### config.mk
export PLATFORM = sky130hd
export DESIGN_NAME = periodic_task_release_scheduler_unit
export DESIGN_NICKNAME = d
export VERILOG_FILES = /design/src/rtl/core/ptrs_pkg.sv /design/src/rtl/core/periodic_task_release_scheduler_unit.sv /design/src/rtl/core/ptrs_ram.sv /design/src/rtl/core/ptrs_mod.sv
export SDC_FILE = /design/constraint.sdc
export NUM_CORES = 1
export LEC_CHECK = 0
export BUFFER_PORTS_ARGS = -buffer_cell sky130_fd_sc_hd__buf_2
export CAP_MARGIN = 10
export CORE_AREA = 2 2 187 189
export DETAILED_ROUTE_END_ITERATION = 10
export DIE_AREA = 0 0 189 191
export PLACE_DENSITY_LB_ADDON = 0.05
export RECOVER_POWER = 50
export SYNTH_ARGS = -nofsm -noshare
export SYNTH_HDL_FRONTEND = slang
export SYNTH_SLANG_ARGS = --single-unit
### constraint.sdc
create_clock -name clock -period 3.9 [get_ports clock]
set_clock_uncertainty 0.05 [all_clocks]
set_input_delay 0 -clock clock [delete_from_list [all_inputs] [get_ports clock]]
set_output_delay 0 -clock clock [all_outputs]
set_load 0.02 [all_outputs]
### src/rtl/core/ptrs_pkg.sv
`timescale 1ns / 1ps
// ----------------------------------------------------------------------------
// ptrs_pkg
// Shared constants and types for the periodic task release scheduler.
// ----------------------------------------------------------------------------
package ptrs_pkg;

   // slot table size
   localparam int NUM_SLOTS = 8;
   localparam int SLOT_W    = (NUM_SLOTS > 1) ? $clog2(NUM_SLOTS) : 1;

   // field widths
   localparam int KIND_W   = 3;
   localparam int DATA_W   = 8;
   localparam int STATUS_W = 2;
   localparam int MASK_W   = 8;
   localparam int ENTRY_W  = 2 * DATA_W;

   // command codes
   localparam logic [KIND_W-1:0] KIND_TICK    = 3'd0;
   localparam logic [KIND_W-1:0] KIND_CREATE  = 3'd1;
   localparam logic [KIND_W-1:0] KIND_DELETE  = 3'd2;
   localparam logic [KIND_W-1:0] KIND_SUSPEND = 3'd3;
   localparam logic [KIND_W-1:0] KIND_RESUME  = 3'd4;

   // status codes
   localparam logic [STATUS_W-1:0] ST_OK   = 2'd0;
   localparam logic [STATUS_W-1:0] ST_SLOT = 2'd1;
   localparam logic [STATUS_W-1:0] ST_ZERO = 2'd2;

   // modulo unit request and response
   typedef struct packed {
      logic              start;
      logic [DATA_W-1:0] dividend;
      logic [DATA_W-1:0] divisor;
   } mod_req_type;

   typedef struct packed {
      logic busy;
      logic done;
      logic zero;
   } mod_rsp_type;

endpackage

### src/rtl/core/periodic_task_release_scheduler_unit.sv
`timescale 1ns / 1ps
// ----------------------------------------------------------------------------
// periodic_task_release_scheduler_unit
// Slot table scheduler: period and phase in a RAM, flags in flops.
// ----------------------------------------------------------------------------
// Usage:
//   A command beat is taken on a rising edge with start high and busy low.
//   Kinds are tick, create, delete, suspend and resume. Every command gives
//   exactly one response beat, flagged by rsp_strobe for a single cycle,
//   carrying rsp_run_mask (tick only) and rsp_status.
//   Create, delete, suspend, resume and unused kinds respond on the cycle
//   after the command; busy stays low, so a command may follow every cycle.
//   A tick walks the slots in turn. A slot that is not valid and active
//   goes from its scan state straight on to the next slot. A valid,
//   active slot goes from its scan state to a RAM read state, then through
//   two passes of the shared remainder unit (eight steps and a done flag
//   each). busy is high during the walk and falls as its response appears.
//   Reset clears the tick counter and all slot flags; the period and phase
//   RAM is not cleared, as only created slots are ever read.
//   The receiver cannot stall: each response beat is taken as it appears.
// ----------------------------------------------------------------------------
module periodic_task_release_scheduler_unit (
   input  logic                            clock,
   input  logic                            reset,
   input  logic                            start,
   output logic                            busy,
   input  logic [ptrs_pkg::KIND_W-1:0]     req_kind,
   input  logic [ptrs_pkg::DATA_W-1:0]     req_slot,
   input  logic [ptrs_pkg::DATA_W-1:0]     req_period,
   input  logic [ptrs_pkg::DATA_W-1:0]     req_first_delay,
   input  logic                            req_start_active,
   output logic                            rsp_strobe,
   output logic [ptrs_pkg::MASK_W-1:0]     rsp_run_mask,
   output logic [ptrs_pkg::STATUS_W-1:0]   rsp_status
);

   localparam int NS = ptrs_pkg::NUM_SLOTS;
   localparam int SW = ptrs_pkg::SLOT_W;
   localparam int DW = ptrs_pkg::DATA_W;
   localparam int MW = ptrs_pkg::MASK_W;

   typedef enum logic [2:0] {
      S_IDLE,
      S_SCAN,
      S_LOAD,
      S_MOD1,
      S_MOD2
   } state_type;

   state_type                    state_ff, state_in;
   logic [DW-1:0]                tick_ff, tick_in;
   logic [NS-1:0]                valid_ff, valid_in;
   logic [NS-1:0]                active_ff, active_in;
   logic [NS-1:0]                first_ff, first_in;
   logic [SW-1:0]                idx_ff, idx_in;
   logic [MW-1:0]                mask_ff, mask_in;
   logic [DW-1:0]                per_ff, per_in;
   logic [DW-1:0]                since_ff, since_in;
   logic                         chk1_ff, chk1_in;
   logic                         fire1_ff, fire1_in;
   logic                         rsp_strobe_ff, rsp_strobe_in;
   logic [MW-1:0]                rsp_run_mask_ff, rsp_run_mask_in;
   logic [ptrs_pkg::STATUS_W-1:0] rsp_status_ff, rsp_status_in;

   logic                         ram_wr_en;
   logic                         ram_rd_en;
   logic [ptrs_pkg::ENTRY_W-1:0] ram_rd_data;
   ptrs_pkg::mod_req_type        mod_req;
   ptrs_pkg::mod_rsp_type        mod_rsp;

   logic [SW-1:0]                sel;
   logic                         in_range;
   logic [DW-1:0]                rd_phase;

   assign sel      = req_slot[SW-1:0];
   assign in_range = (req_slot < DW'(NS));
   assign rd_phase = ram_rd_data[DW-1:0];

   // period and phase table; writes happen only when idle and reads only
   // during a tick walk, so the two never touch the same entry at once
   ptrs_ram #(
      .WIDTH (ptrs_pkg::ENTRY_W),
      .DEPTH (NS)
   ) u_table (
      .clock   (clock),
      .wr_en   (ram_wr_en),
      .wr_addr (sel),
      .wr_data ({req_period, req_first_delay}),
      .rd_en   (ram_rd_en),
      .rd_addr (idx_ff),
      .rd_data (ram_rd_data)
   );

   // shared remainder unit
   ptrs_mod u_mod (
      .clock (clock),
      .reset (reset),
      .req   (mod_req),
      .rsp   (mod_rsp)
   );

   // sequencer next state
   always_comb begin
      logic          fire;
      logic [MW-1:0] mask_next;
      logic          advance;

      fire            = 1'b0;
      mask_next       = mask_ff;
      advance         = 1'b0;
      state_in        = state_ff;
      tick_in         = tick_ff;
      valid_in        = valid_ff;
      active_in       = active_ff;
      first_in        = first_ff;
      idx_in          = idx_ff;
      mask_in         = mask_ff;
      per_in          = per_ff;
      since_in        = since_ff;
      chk1_in         = chk1_ff;
      fire1_in        = fire1_ff;
      rsp_strobe_in   = 1'b0;
      rsp_run_mask_in = rsp_run_mask_ff;
      rsp_status_in   = rsp_status_ff;
      ram_wr_en       = 1'b0;
      ram_rd_en       = 1'b0;
      mod_req.start    = 1'b0;
      mod_req.dividend = tick_ff;
      mod_req.divisor  = rd_phase;

      unique case (state_ff)
         S_IDLE: begin
            if (start) begin
               rsp_strobe_in   = 1'b1;
               rsp_run_mask_in = '0;
               rsp_status_in   = ptrs_pkg::ST_OK;
               unique case (req_kind) inside
                  ptrs_pkg::KIND_TICK: begin
                     rsp_strobe_in = 1'b0;
                     tick_in       = tick_ff + 1'b1;
                     idx_in        = '0;
                     mask_in       = '0;
                     state_in      = S_SCAN;
                  end
                  ptrs_pkg::KIND_CREATE: begin
                     if (!in_range || valid_ff[sel]) begin
                        rsp_status_in = ptrs_pkg::ST_SLOT;
                     end else if (req_period == '0 || req_first_delay == '0) begin
                        rsp_status_in = ptrs_pkg::ST_ZERO;
                     end else begin
                        valid_in[sel]  = 1'b1;
                        active_in[sel] = req_start_active;
                        first_in[sel]  = 1'b1;
                        ram_wr_en      = 1'b1;
                     end
                  end
                  ptrs_pkg::KIND_DELETE: begin
                     if (!in_range) begin
                        rsp_status_in = ptrs_pkg::ST_SLOT;
                     end else begin
                        valid_in[sel] = 1'b0;
                     end
                  end
                  ptrs_pkg::KIND_SUSPEND, ptrs_pkg::KIND_RESUME: begin
                     if (!in_range) begin
                        rsp_status_in = ptrs_pkg::ST_SLOT;
                     end else begin
                        active_in[sel] = (req_kind == ptrs_pkg::KIND_RESUME);
                     end
                  end
                  default: begin
                  end
               endcase
            end
         end
         S_SCAN: begin
            if (valid_ff[idx_ff] && active_ff[idx_ff]) begin
               ram_rd_en = 1'b1;
               state_in  = S_LOAD;
            end else begin
               advance = 1'b1;
            end
         end
         S_LOAD: begin
            // entry arrives; first pass is tick mod phase
            per_in          = ram_rd_data[2*DW-1:DW];
            since_in        = tick_ff - rd_phase;
            chk1_in         = first_ff[idx_ff] && (rd_phase != '0);
            mod_req.start    = 1'b1;
            mod_req.dividend = tick_ff;
            mod_req.divisor  = rd_phase;
            state_in        = S_MOD1;
         end
         S_MOD1: begin
            if (mod_rsp.done) begin
               fire1_in = chk1_ff && mod_rsp.zero;
               if (chk1_ff && mod_rsp.zero) begin
                  first_in[idx_ff] = 1'b0;
               end
               // second pass is (tick - phase) mod period
               mod_req.start    = 1'b1;
               mod_req.dividend = since_ff;
               mod_req.divisor  = per_ff;
               state_in        = S_MOD2;
            end
         end
         S_MOD2: begin
            if (mod_rsp.done) begin
               fire = fire1_ff || ((per_ff != '0) && mod_rsp.zero);
               if (fire) begin
                  mask_next = mask_ff | (MW'(1) << idx_ff);
               end
               mask_in = mask_next;
               advance = 1'b1;
            end
         end
         default: begin
            state_in = S_IDLE;
         end
      endcase

      // step to the next slot or finish the walk
      if (advance) begin
         if (idx_ff == SW'(NS - 1)) begin
            rsp_strobe_in   = 1'b1;
            rsp_run_mask_in = mask_next;
            rsp_status_in   = ptrs_pkg::ST_OK;
            state_in        = S_IDLE;
         end else begin
            idx_in   = idx_ff + 1'b1;
            state_in = S_SCAN;
         end
      end
   end

   // state and registered outputs
   always_ff @(posedge clock) begin
      if (reset) begin
         state_ff      <= S_IDLE;
         tick_ff       <= '0;
         valid_ff      <= '0;
         active_ff     <= '0;
         first_ff      <= '0;
         idx_ff        <= '0;
         rsp_strobe_ff <= 1'b0;
      end else begin
         state_ff      <= state_in;
         tick_ff       <= tick_in;
         valid_ff      <= valid_in;
         active_ff     <= active_in;
         first_ff      <= first_in;
         idx_ff        <= idx_in;
         rsp_strobe_ff <= rsp_strobe_in;
      end
      mask_ff         <= mask_in;
      per_ff          <= per_in;
      since_ff        <= since_in;
      chk1_ff         <= chk1_in;
      fire1_ff        <= fire1_in;
      rsp_run_mask_ff <= rsp_run_mask_in;
      rsp_status_ff   <= rsp_status_in;
   end

   assign busy         = (state_ff != S_IDLE);
   assign rsp_strobe   = rsp_strobe_ff;
   assign rsp_run_mask = rsp_run_mask_ff;
   assign rsp_status   = rsp_status_ff;

   // a command other than tick answers on the next cycle
   a_cmd_resp: assert property (@(posedge clock) disable iff (reset)
      (start && !busy && req_kind != ptrs_pkg::KIND_TICK) |=> rsp_strobe)
      else $error("command beat without response on next cycle");

   // a tick starts a walk and does not answer at once
   a_tick_walk: assert property (@(posedge clock) disable iff (reset)
      (start && !busy && req_kind == ptrs_pkg::KIND_TICK) |=> (busy && !rsp_strobe))
      else $error("tick beat did not start a slot walk");

   // remainder unit is never restarted mid-run
   a_mod_free: assert property (@(posedge clock) disable iff (reset)
      mod_req.start |-> !mod_rsp.busy)
      else $error("remainder unit started while running");

   // a release mask only comes with an ok status
   a_mask_ok: assert property (@(posedge clock) disable iff (reset)
      (rsp_strobe && rsp_run_mask != '0) |-> (rsp_status == ptrs_pkg::ST_OK))
      else $error("release mask with error status");

endmodule

### src/rtl/core/ptrs_ram.sv
`timescale 1ns / 1ps
// ----------------------------------------------------------------------------
// ptrs_ram
// Generic single write port, single read port RAM with registered read.
// ----------------------------------------------------------------------------
module ptrs_ram #(
   parameter int WIDTH = 16,
   parameter int DEPTH = 8
) (
   input  logic                                     clock,
   input  logic                                     wr_en,
   input  logic [((DEPTH > 1) ? $clog2(DEPTH) : 1)-1:0] wr_addr,
   input  logic [WIDTH-1:0]                         wr_data,
   input  logic                                     rd_en,
   input  logic [((DEPTH > 1) ? $clog2(DEPTH) : 1)-1:0] rd_addr,
   output logic [WIDTH-1:0]                         rd_data
);

   logic [WIDTH-1:0] mem_ff [DEPTH];
   logic [WIDTH-1:0] rd_data_ff;

   // write port and registered read port
   always_ff @(posedge clock) begin
      if (wr_en) begin
         mem_ff[wr_addr] <= wr_data;
      end
      if (rd_en) begin
         rd_data_ff <= mem_ff[rd_addr];
      end
   end

   assign rd_data = rd_data_ff;

endmodule

### src/rtl/core/ptrs_mod.sv
`timescale 1ns / 1ps
// ----------------------------------------------------------------------------
// ptrs_mod
// Iterative restoring remainder unit, one dividend bit per cycle.
// ----------------------------------------------------------------------------
module ptrs_mod (
   input  logic                  clock,
   input  logic                  reset,
   input  ptrs_pkg::mod_req_type req,
   output ptrs_pkg::mod_rsp_type rsp
);

   localparam int DW    = ptrs_pkg::DATA_W;
   localparam int CNT_W = (DW > 1) ? $clog2(DW) : 1;

   logic [DW-1:0]    dvd_ff, dvd_in;
   logic [DW-1:0]    div_ff, div_in;
   logic [DW-1:0]    rem_ff, rem_in;
   logic [CNT_W-1:0] cnt_ff, cnt_in;
   logic             run_ff, run_in;
   logic             done_ff, done_in;
   logic [DW:0]      trial;
   logic [DW:0]      diff;

   // one restoring step per cycle
   always_comb begin
      trial   = {rem_ff, dvd_ff[DW-1]};
      diff    = trial - {1'b0, div_ff};
      dvd_in  = dvd_ff;
      div_in  = div_ff;
      rem_in  = rem_ff;
      cnt_in  = cnt_ff;
      run_in  = run_ff;
      done_in = 1'b0;
      if (req.start) begin
         dvd_in = req.dividend;
         div_in = req.divisor;
         rem_in = '0;
         cnt_in = '0;
         run_in = 1'b1;
      end else if (run_ff) begin
         rem_in = (trial >= {1'b0, div_ff}) ? diff[DW-1:0] : trial[DW-1:0];
         dvd_in = {dvd_ff[DW-2:0], 1'b0};
         cnt_in = cnt_ff + 1'b1;
         if (cnt_ff == CNT_W'(DW - 1)) begin
            run_in  = 1'b0;
            done_in = 1'b1;
         end
      end
   end

   always_ff @(posedge clock) begin
      if (reset) begin
         run_ff  <= 1'b0;
         done_ff <= 1'b0;
         cnt_ff  <= '0;
      end else begin
         run_ff  <= run_in;
         done_ff <= done_in;
         cnt_ff  <= cnt_in;
      end
      dvd_ff <= dvd_in;
      div_ff <= div_in;
      rem_ff <= rem_in;
   end

   assign rsp.busy = run_ff;
   assign rsp.done = done_ff;
   assign rsp.zero = (rem_ff == '0);

endmodule
==> results.cfg, run 1 <==
[status]
status = finished, final reports clean

[yosys]
synth.avg_cell_area_um2 = 12.7
synthAdderAreaFrac = 0.0326
synthArstFlopShare = 0
yosysSeqAreaShare = 0.653
synth_xor_area_frac = 0.0159
muxShareOfSynthArea = 0.0345
yosys.area_share.simple = 0.112
synth_edf_count = 186
yosys_register_bits = 248
syn_inst = 821
ys.flop_type = edfxtp_1
synth_cell_types = 57
netlist_area_um2 = 10400
yosys_warnings = 0
synth_compound_area_frac = 0.126
synth_top_family_by_area = compound AO/OA/AOI/OAI gates
synthesis.nets = 878

[clocking]
htree_levels = 1
cts_setup_buffers = 0
cts-resized-gates = 0
clk_pin_slew_worst_paths_ns = 0.06
ctsLongestPathBuffers = 3
worstSkewPairLatency_ns = 0.56
cts_root_buf = clkbuf_16
cts_tree = done
cts.sinks = 248
cts_buffers = 28

[route]
ant_nets = 0
vias = 6824
wl_mm = 27.2
avgRoutedWirePerCell_um = 19.7
dr.pass1.iters = 5
vias_per_cell = 4.93
drt_iter0_markers = 448
post-route-drc-count = 0

[sta]
finalHoldViolations = 0
timing.final.crit_share = 0.816
finalSetupViolCount = 0
period_minus_slack_ns = 3.18
maxSlewViolCount = 0
rsz0062_at_grt = no
timing.final.ws_setup_ns = 0.717
fin_tns_setup_ns = 0
tightest_slew_ns = 1.24
slew_headroom = 0.175
fmax_mhz = 314

[placement]
numPortBuffers = 42
pre_cts_ws_ns = 1.10
placedCellCount = 1303
gp_congestion = 0.750
place_hpwl_mm = 17.3

[critical_path]
worstPathArrival_ns = 3.58
cp_max_fo = 12
crit_top_cell = nor3_1
worstSetupEndpointType = flop
crit_path_max_incr_delay_ns = 0.90
critPathRequiredTime_ns = 4.30
critPathSlowestCell = nor3_1
critPathTopFamily = simple AND/OR/NAND/NOR gates
reg2reg_from = state_ff[0]
cp_cell_sequence = nor3_1 -> nand2_1 -> nor3_1 -> a41oi_1 -> dlygate4sd3_1 -> o21a_1
critPathKind = reg -> reg
startpoint_type = flop
crit_path_start = state_ff[0]
path_buf_inv = 1

[grt]
grt_max_degree = 47
grt_overflow = 0
grt_pass1_wl_mm = 41.8
grtUsageTotal = 0.151
antenna_found_initial = 1
grt_pass1_vias = 6966

[floorplan]
die_height_um = 191
die_w_um = 189
core_area_um2 = 34100
die_area_um2 = 36100
start_util = 0.306
ios = 43
rows = 68

[worst_hold_path]
min_path_type = in -> reg
min_from = reset

[cells_and_area]
n_antenna_cell = 0
area_growth_pct = 19.2
nNetsFinal = 965
layout-drive-gt1-share = 0.0991
stdcell_count = 1383

[power]
p_leak_nw = 4.28
ir_worst_vdd_v = 0.000328
power.density_nw_per_um2 = 476

[flow_run]
drv_cap = 0
[synthesized netlist by cell type (all sizes together) (10+ instances only)]
| master | instances | area share |
|---|---|---|
| nand2 | 55 | 0.020 |
| nand2b | 15 | 0.0090 |
| inv | 34 | 0.012 |
| nor2b | 14 | 0.0096 |
| mux2i | 27 | 0.026 |
| a22oi | 69 | 0.050 |
| nand3 | 10 | 0.0060 |
| nand4 | 17 | 0.010 |
| o21a | 15 | 0.011 |
| clkbuf | 28 | 0.010 |
| o21ai | 28 | 0.013 |
| a21oi | 56 | 0.027 |
| nor2 | 59 | 0.021 |
| xnor2 | 11 | 0.0092 |
| dfxtp | 62 | 0.12 |
| ha | 24 | 0.029 |
| edfxtp | 186 | 0.53 |
| nor3 | 23 | 0.012 |
[report_power, final]
part | internal, mW | switching [mW]
clock | 1.60 | 1.06
combinational | 0.159 | 0.212
sequential | 2.85 | 0.0359
[per-stage QoR]
stage / total power [mW] / hold slack [ns] / util / cell area, um2
after floorplan: 3.18 / 0.0489 / - / 10400
after global placement: 3.29 / 0.227 / 0.330 / 11300
after detailed placement: 3.30 / 0.247 / 0.330 / 11300
after CTS: 6.01 / 0.0433 / 0.367 / 12500
after global routing: 6.17 / 0.0707 / 0.365 / 12500
final: 5.93 / 0.0681 / 0.365 / 12500
[final timing paths]
| check | slack (ns) | cells after the start | end |
|---|---|---|---|
| setup / recovery | 0.72 | 6 | flop |
| hold reg to reg | 0.38 | 0 | per_ff[7] |
| hold / removal | 0.07 | 2 | tick_ff[6] |
| setup reg to reg | 0.72 | 6 | flop |
[area by class of cell]
type | count | area (um2)
fill | 3314 | 21700
sequential | 248 | 6830
multi-input combinational | 504 | 3390
clock buffer | 35 | 737
timing repair buffer | 91 | 602
tap | 455 | 569
clock inverter | 15 | 199
inverter | 35 | 131
[worst register-to-register path: stages, from the launching register on]
cell and delay [ns]:
dfxtp_1 0.42, nor3_1 0.40, nand2_1 0.40, nor3_1 0.90
a41oi_1 0.20, dlygate4sd3_1 0.62, o21a_1 0.10
[layer usage]
metal,GRT usage,wire [um]
met1,0.205,13000
met2,0.254,13000
met3,0.0200,654
met4,0.0397,548
met5,0,13
[cell usage in the layout, fill, tap and decap left out, types with 4 or more instances in the layout]
cell | Yosys | routed
a211oi_1 | 4 | 4
a21o_1 | 6 | 6
a21oi_1 | 56 | 56
a22oi_1 | 69 | 69
a31oi_1 | 9 | 9
buf_2 | 3 | 13
buf_4 | 0 | 15
bufinv_16 | 0 | 4
clkbuf_1 | 28 | 39
clkbuf_16 | 0 | 28
clkinv_1 | 1 | 4
clkinv_2 | 0 | 6
dfxtp_1 | 62 | 62
dlygate4sd3_1 | 0 | 30
edfxtp_1 | 186 | 186
ha_1 | 24 | 24
inv_1 | 33 | 33
mux2i_1 | 27 | 27
mux4_2 | 4 | 4
nand2_1 | 55 | 55
nand2b_1 | 15 | 15
nand3_1 | 9 | 9
nand3b_1 | 4 | 4
nand4_1 | 17 | 17
nor2_1 | 58 | 58
nor2b_1 | 9 | 9
nor2b_2 | 5 | 5
nor3_1 | 22 | 17
nor3_2 | 0 | 4
nor4_1 | 8 | 8
o21a_1 | 15 | 15
o21ai_0 | 27 | 28
or3_1 | 4 | 4
xnor2_1 | 11 | 11
xor2_1 | 8 | 8
[logic make-up (layout without fill, tap and decap cells)]
group,Yosys count,after routing
flops,248,248
simple gates,226,226
compound gates,202,202
buf+inv,69,176
mux,31,31
fa+ha+maj,26,26
xor+xnor,19,19
[sequential cells by signal (all words and copies together), names as in the netlist, named ones only]
signal / flops
u_table.mem_ff: 128
u_table.rd_data: 16
active_ff: 8
first_ff: 8
mask_ff: 8
per_ff: 8
rsp_run_mask: 8
since_ff: 8
tick_ff: 8
u_mod.div_ff: 8
u_mod.dvd_ff: 8
u_mod.rem_ff: 8
idx_ff: 3
state_ff: 3
u_mod.cnt_ff: 3
rsp_status: 2
chk1_ff: 1
fire1_ff: 1
rsp_strobe: 1
u_mod.done_ff: 1
u_mod.run_ff: 1
[timing repair]
| item | CTS | global route |
|---|---|---|
| endpoints found under the setup margin | 0 | 0 |
| hold endpoints to repair | 144 | 0 |
| hold buffers | 30 | 0 |
(Power assumes the default switching activity.)
==> run 2, diff against run 1 <==
--- a/config.mk
+++ b/config.mk
@@ -5,11 +5,12 @@
 export SDC_FILE = /design/constraint.sdc
 export NUM_CORES = 1
 export LEC_CHECK = 0
+export ABC_AREA = 1
 export BUFFER_PORTS_ARGS = -buffer_cell sky130_fd_sc_hd__buf_2
 export CAP_MARGIN = 10
-export CORE_AREA = 2 2 187 189
+export CORE_AREA = 2 2 194 196
 export DETAILED_ROUTE_END_ITERATION = 10
-export DIE_AREA = 0 0 189 191
+export DIE_AREA = 0 0 196 198
 export PLACE_DENSITY_LB_ADDON = 0.05
 export RECOVER_POWER = 50
 export SYNTH_ARGS = -nofsm -noshare
==> constraint.sdc (replaced) <==
create_clock -name clock -period 3.05 [get_ports clock]
set_clock_uncertainty 0.05 [all_clocks]
set_input_delay 0 -clock clock [delete_from_list [all_inputs] [get_ports clock]]
set_output_delay 0 -clock clock [all_outputs]
set_load 0.02 [all_outputs]
==> run 2 against run 1 <==
Net effect: combinational power grew to 4.9 times the previous value; critical path depth is 5 higher; fmax increased by 21%; routed wire length is 13% higher; cell count is 21% higher.
==> results.cfg, run 2 <==
[route]
ant_nets = 0
wl_met2_mm = 14.0
post-route-drc-count = 0
dr_wl_met3_um = 843
drt_iter0_markers = 424
vias_per_cell = 4.73
wl_mm = 30.8
wl_met1_mm = 15.3
vias = 7910
highest_layer = met4
avgRoutedWirePerCell_um = 18.4
dr.pass1.iters = 5

[grt]
grt_overflow = 0
grt_pass1_vias = 8001
antenna_found_initial = 0
grt_pass1_wl_mm = 47.9
grt_max_degree = 27
grtUsageTotal = 0.162

[critical_path]
critPathSlowestCell = dlygate4sd3_1
worstSetupEndpointType = flop
cp_cell_sequence = inv_1 -> nand3_1 -> inv_1 -> nand2_4 -> nand2_1 -> inv_1 -> nor2_2 -> nand3_4 -> nand2_1 -> a21oi_1 -> dlygate4sd3_1
crit_path_max_incr_delay_ns = 0.58
critPathKind = reg -> reg
cp_max_fo = 26
critPathRequiredTime_ns = 3.47
path_buf_inv = 4
r2r_end = first_ff[6]
reg2reg_from = state_ff[2]
rr_worst_depth = 11
critPathTopFamily = simple AND/OR/NAND/NOR gates
crit_top_cell = inv_1
worstPathArrival_ns = 3.06
reg2reg_slack_ns = 0.41
startpoint_type = flop

[sta]
fin_tns_setup_ns = 0
finalSetupViolCount = 0
timing.final.crit_share = 0.866
slew_headroom = 0.348
holdWs_ns = 0.0648
maxSlewViolCount = 0
rsz0062_at_grt = no
finalHoldViolations = 0
fmax_mhz = 379
timing.final.ws_setup_ns = 0.410
tightest_slew_ns = 0.974
period_minus_slack_ns = 2.64

[cells_and_area]
area_growth_pct = 17.6
layout_commonest_cell = nand2_1
largest_register_ffs = 128
regMostFlops = u_table.mem_ff
layout-drive-gt1-share = 0.102
n_antenna_cell = 0
fill_cells = 3731
mostFrequentLayoutCells = nand2_1, edfxtp_1, inv_1
nNetsFinal = 1235

[power]
p_leak_nw = 4.95
clock_power_share = 0.378
sw_frac_of_total = 0.301
seq_power_share = 0.429
intPower_mw = 6.58
p_sw_mw = 2.84
power.density_nw_per_um2 = 711
p_comb_frac = 0.194
ir_worst_vdd_v = 0.000391

[worst_hold_path]
holdPathStages = 8
min_path_type = in -> reg
min_from = req_slot[4]
hold_path_end = rsp_status[0]

[placement]
place_hpwl_mm = 20.2
gp_congestion = 0.773
pre_cts_ws_ns = 0.641
numPortBuffers = 42

[clocking]
clk_pin_slew_worst_paths_ns = 0.06
worstSkewPairLatency_ns = 0.59
ctsLongestPathBuffers = 3
cts.sinks = 248
cts_setup_buffers = 0
cts_buffers = 29
htree_levels = 1
cts_root_buf = clkbuf_16
cts_tree = done

[yosys]
synth_cell_types = 53
ys.flop_type = edfxtp_1
synthTopCellsByArea = edfxtp_1, dfxtp_1, nand2_1
yosysSeqAreaShare = 0.607
netlist_area_um2 = 11300
synth.avg_cell_area_um2 = 10.4
synthesis.nets = 1139
yosys_register_bits = 248
synth_top_cell_by_area = edfxtp_1
syn_inst = 1082
synthArstFlopShare = 0
netlist.area_leader.share = 0.496
synth_edf_count = 186
synthTopCellsByCount = nand2_1, edfxtp_1, inv_1, nor2_1, dfxtp_1
synth.most_common_cell = nand2_1
yosys_warnings = 0

[floorplan]
die_w_um = 196
rows = 71
start_util = 0.305
core_area_um2 = 37000
die_area_um2 = 38800
die_height_um = 198
ios = 43

[flow_run]
drv_cap = 0

[status]
status = finished, final reports clean
run 2: changes by cell type in the layout (fill, tap and decap cells not counted), sizes merged, moves of 8 or more:
cell / change
inv: +93
mux2i: -27
nor2b: -14
nand2b: -15
a31oi: -8
o21a: -15
o21ai: +46
a221oi: +15
nand2: +186
nor2: +15
a22oi: -48
nand4: +27
nand3: +47
run 2: worst max path at each step:
stage                startpoint                   end  slack, ns  depth (start not counted)
floorplan           state_ff[1]  u_table.mem_ff[1][0]       0.08                          7
global placement      idx_ff[1]    u_table.rd_data[4]       0.72                          7
detailed placement    idx_ff[1]   u_table.rd_data[15]       0.64                          7
CTS                 state_ff[1]           first_ff[6]       0.51                         11
global route        state_ff[2]       u_mod.dvd_ff[4]       0.18                          9
finish              state_ff[2]           first_ff[6]       0.41                         11
run 2: layout make-up:
type	instances	area, um2	share of cell area
clock buffers	36	772	0.0583
clock inverters	16	190	0.0144
inverters	127	480	0.0363
multi-input cells	680	3760	0.284
flip-flops and latches	248	6830	0.516
well taps	474	593	0.0448
repair buffers	92	618	0.0467
run 2: what timing repair did:
item / in CTS / in global routing
endpoints found under the hold margin: 188 / 0
hold buffers: 30 / 0
resized for setup: 0 / 0
run 2: worst min-delay path, stage by stage:
cell and delay [ns]:
buf_2 0.07, nor2_1 0.03, nand2_1 0.04, nor2_1 0.06, inv_1 0.09, nand2_1 0.07, nand3_1 0.15, o211a_1 0.16
run 2: metrics by stage:
stage,cells,instance area [um2],util,total power [mW]
global placement,1591,12000,0.326,5.98
finish,1673,13200,0.358,9.41
CTS,1673,13300,0.360,9.59
global route,1673,13200,0.358,9.92
detailed placement,1591,12000,0.326,5.96
floorplan,1082,11300,-,5.40
run 2: cells by family after synthesis:
family                   count (synthesis)  synth area share
adder cells (fa/ha/maj)                 26            0.0302
buffers and inverters                  154            0.0605
flip-flops                             248             0.607
AO/OA/AOI/OAI                          186             0.102
AND/OR/NAND/NOR                        455             0.190
XOR/XNOR                                13            0.0101
run 2: power groups by stage:
stage / logic, mW / clock network (mW) / registers, mW
after CTS: 1.89 / 3.67 / 4.04
final: 1.82 / 3.55 / 4.04
after global placement: 1.88 / 0 / 4.11
after global routing: 2.08 / 3.77 / 4.06
after floorplan: 1.34 / 0 / 4.07
after detailed placement: 1.85 / 0 / 4.11
run 2: metal layers:
metal | vias to the layer above | GRT usage
met3 | 47 | 0.0221
met4 | 0 | 0.0404
met1 | 3769 | 0.228
li1 | 4000 | -
met5 | - | 0
met2 | 94 | 0.262
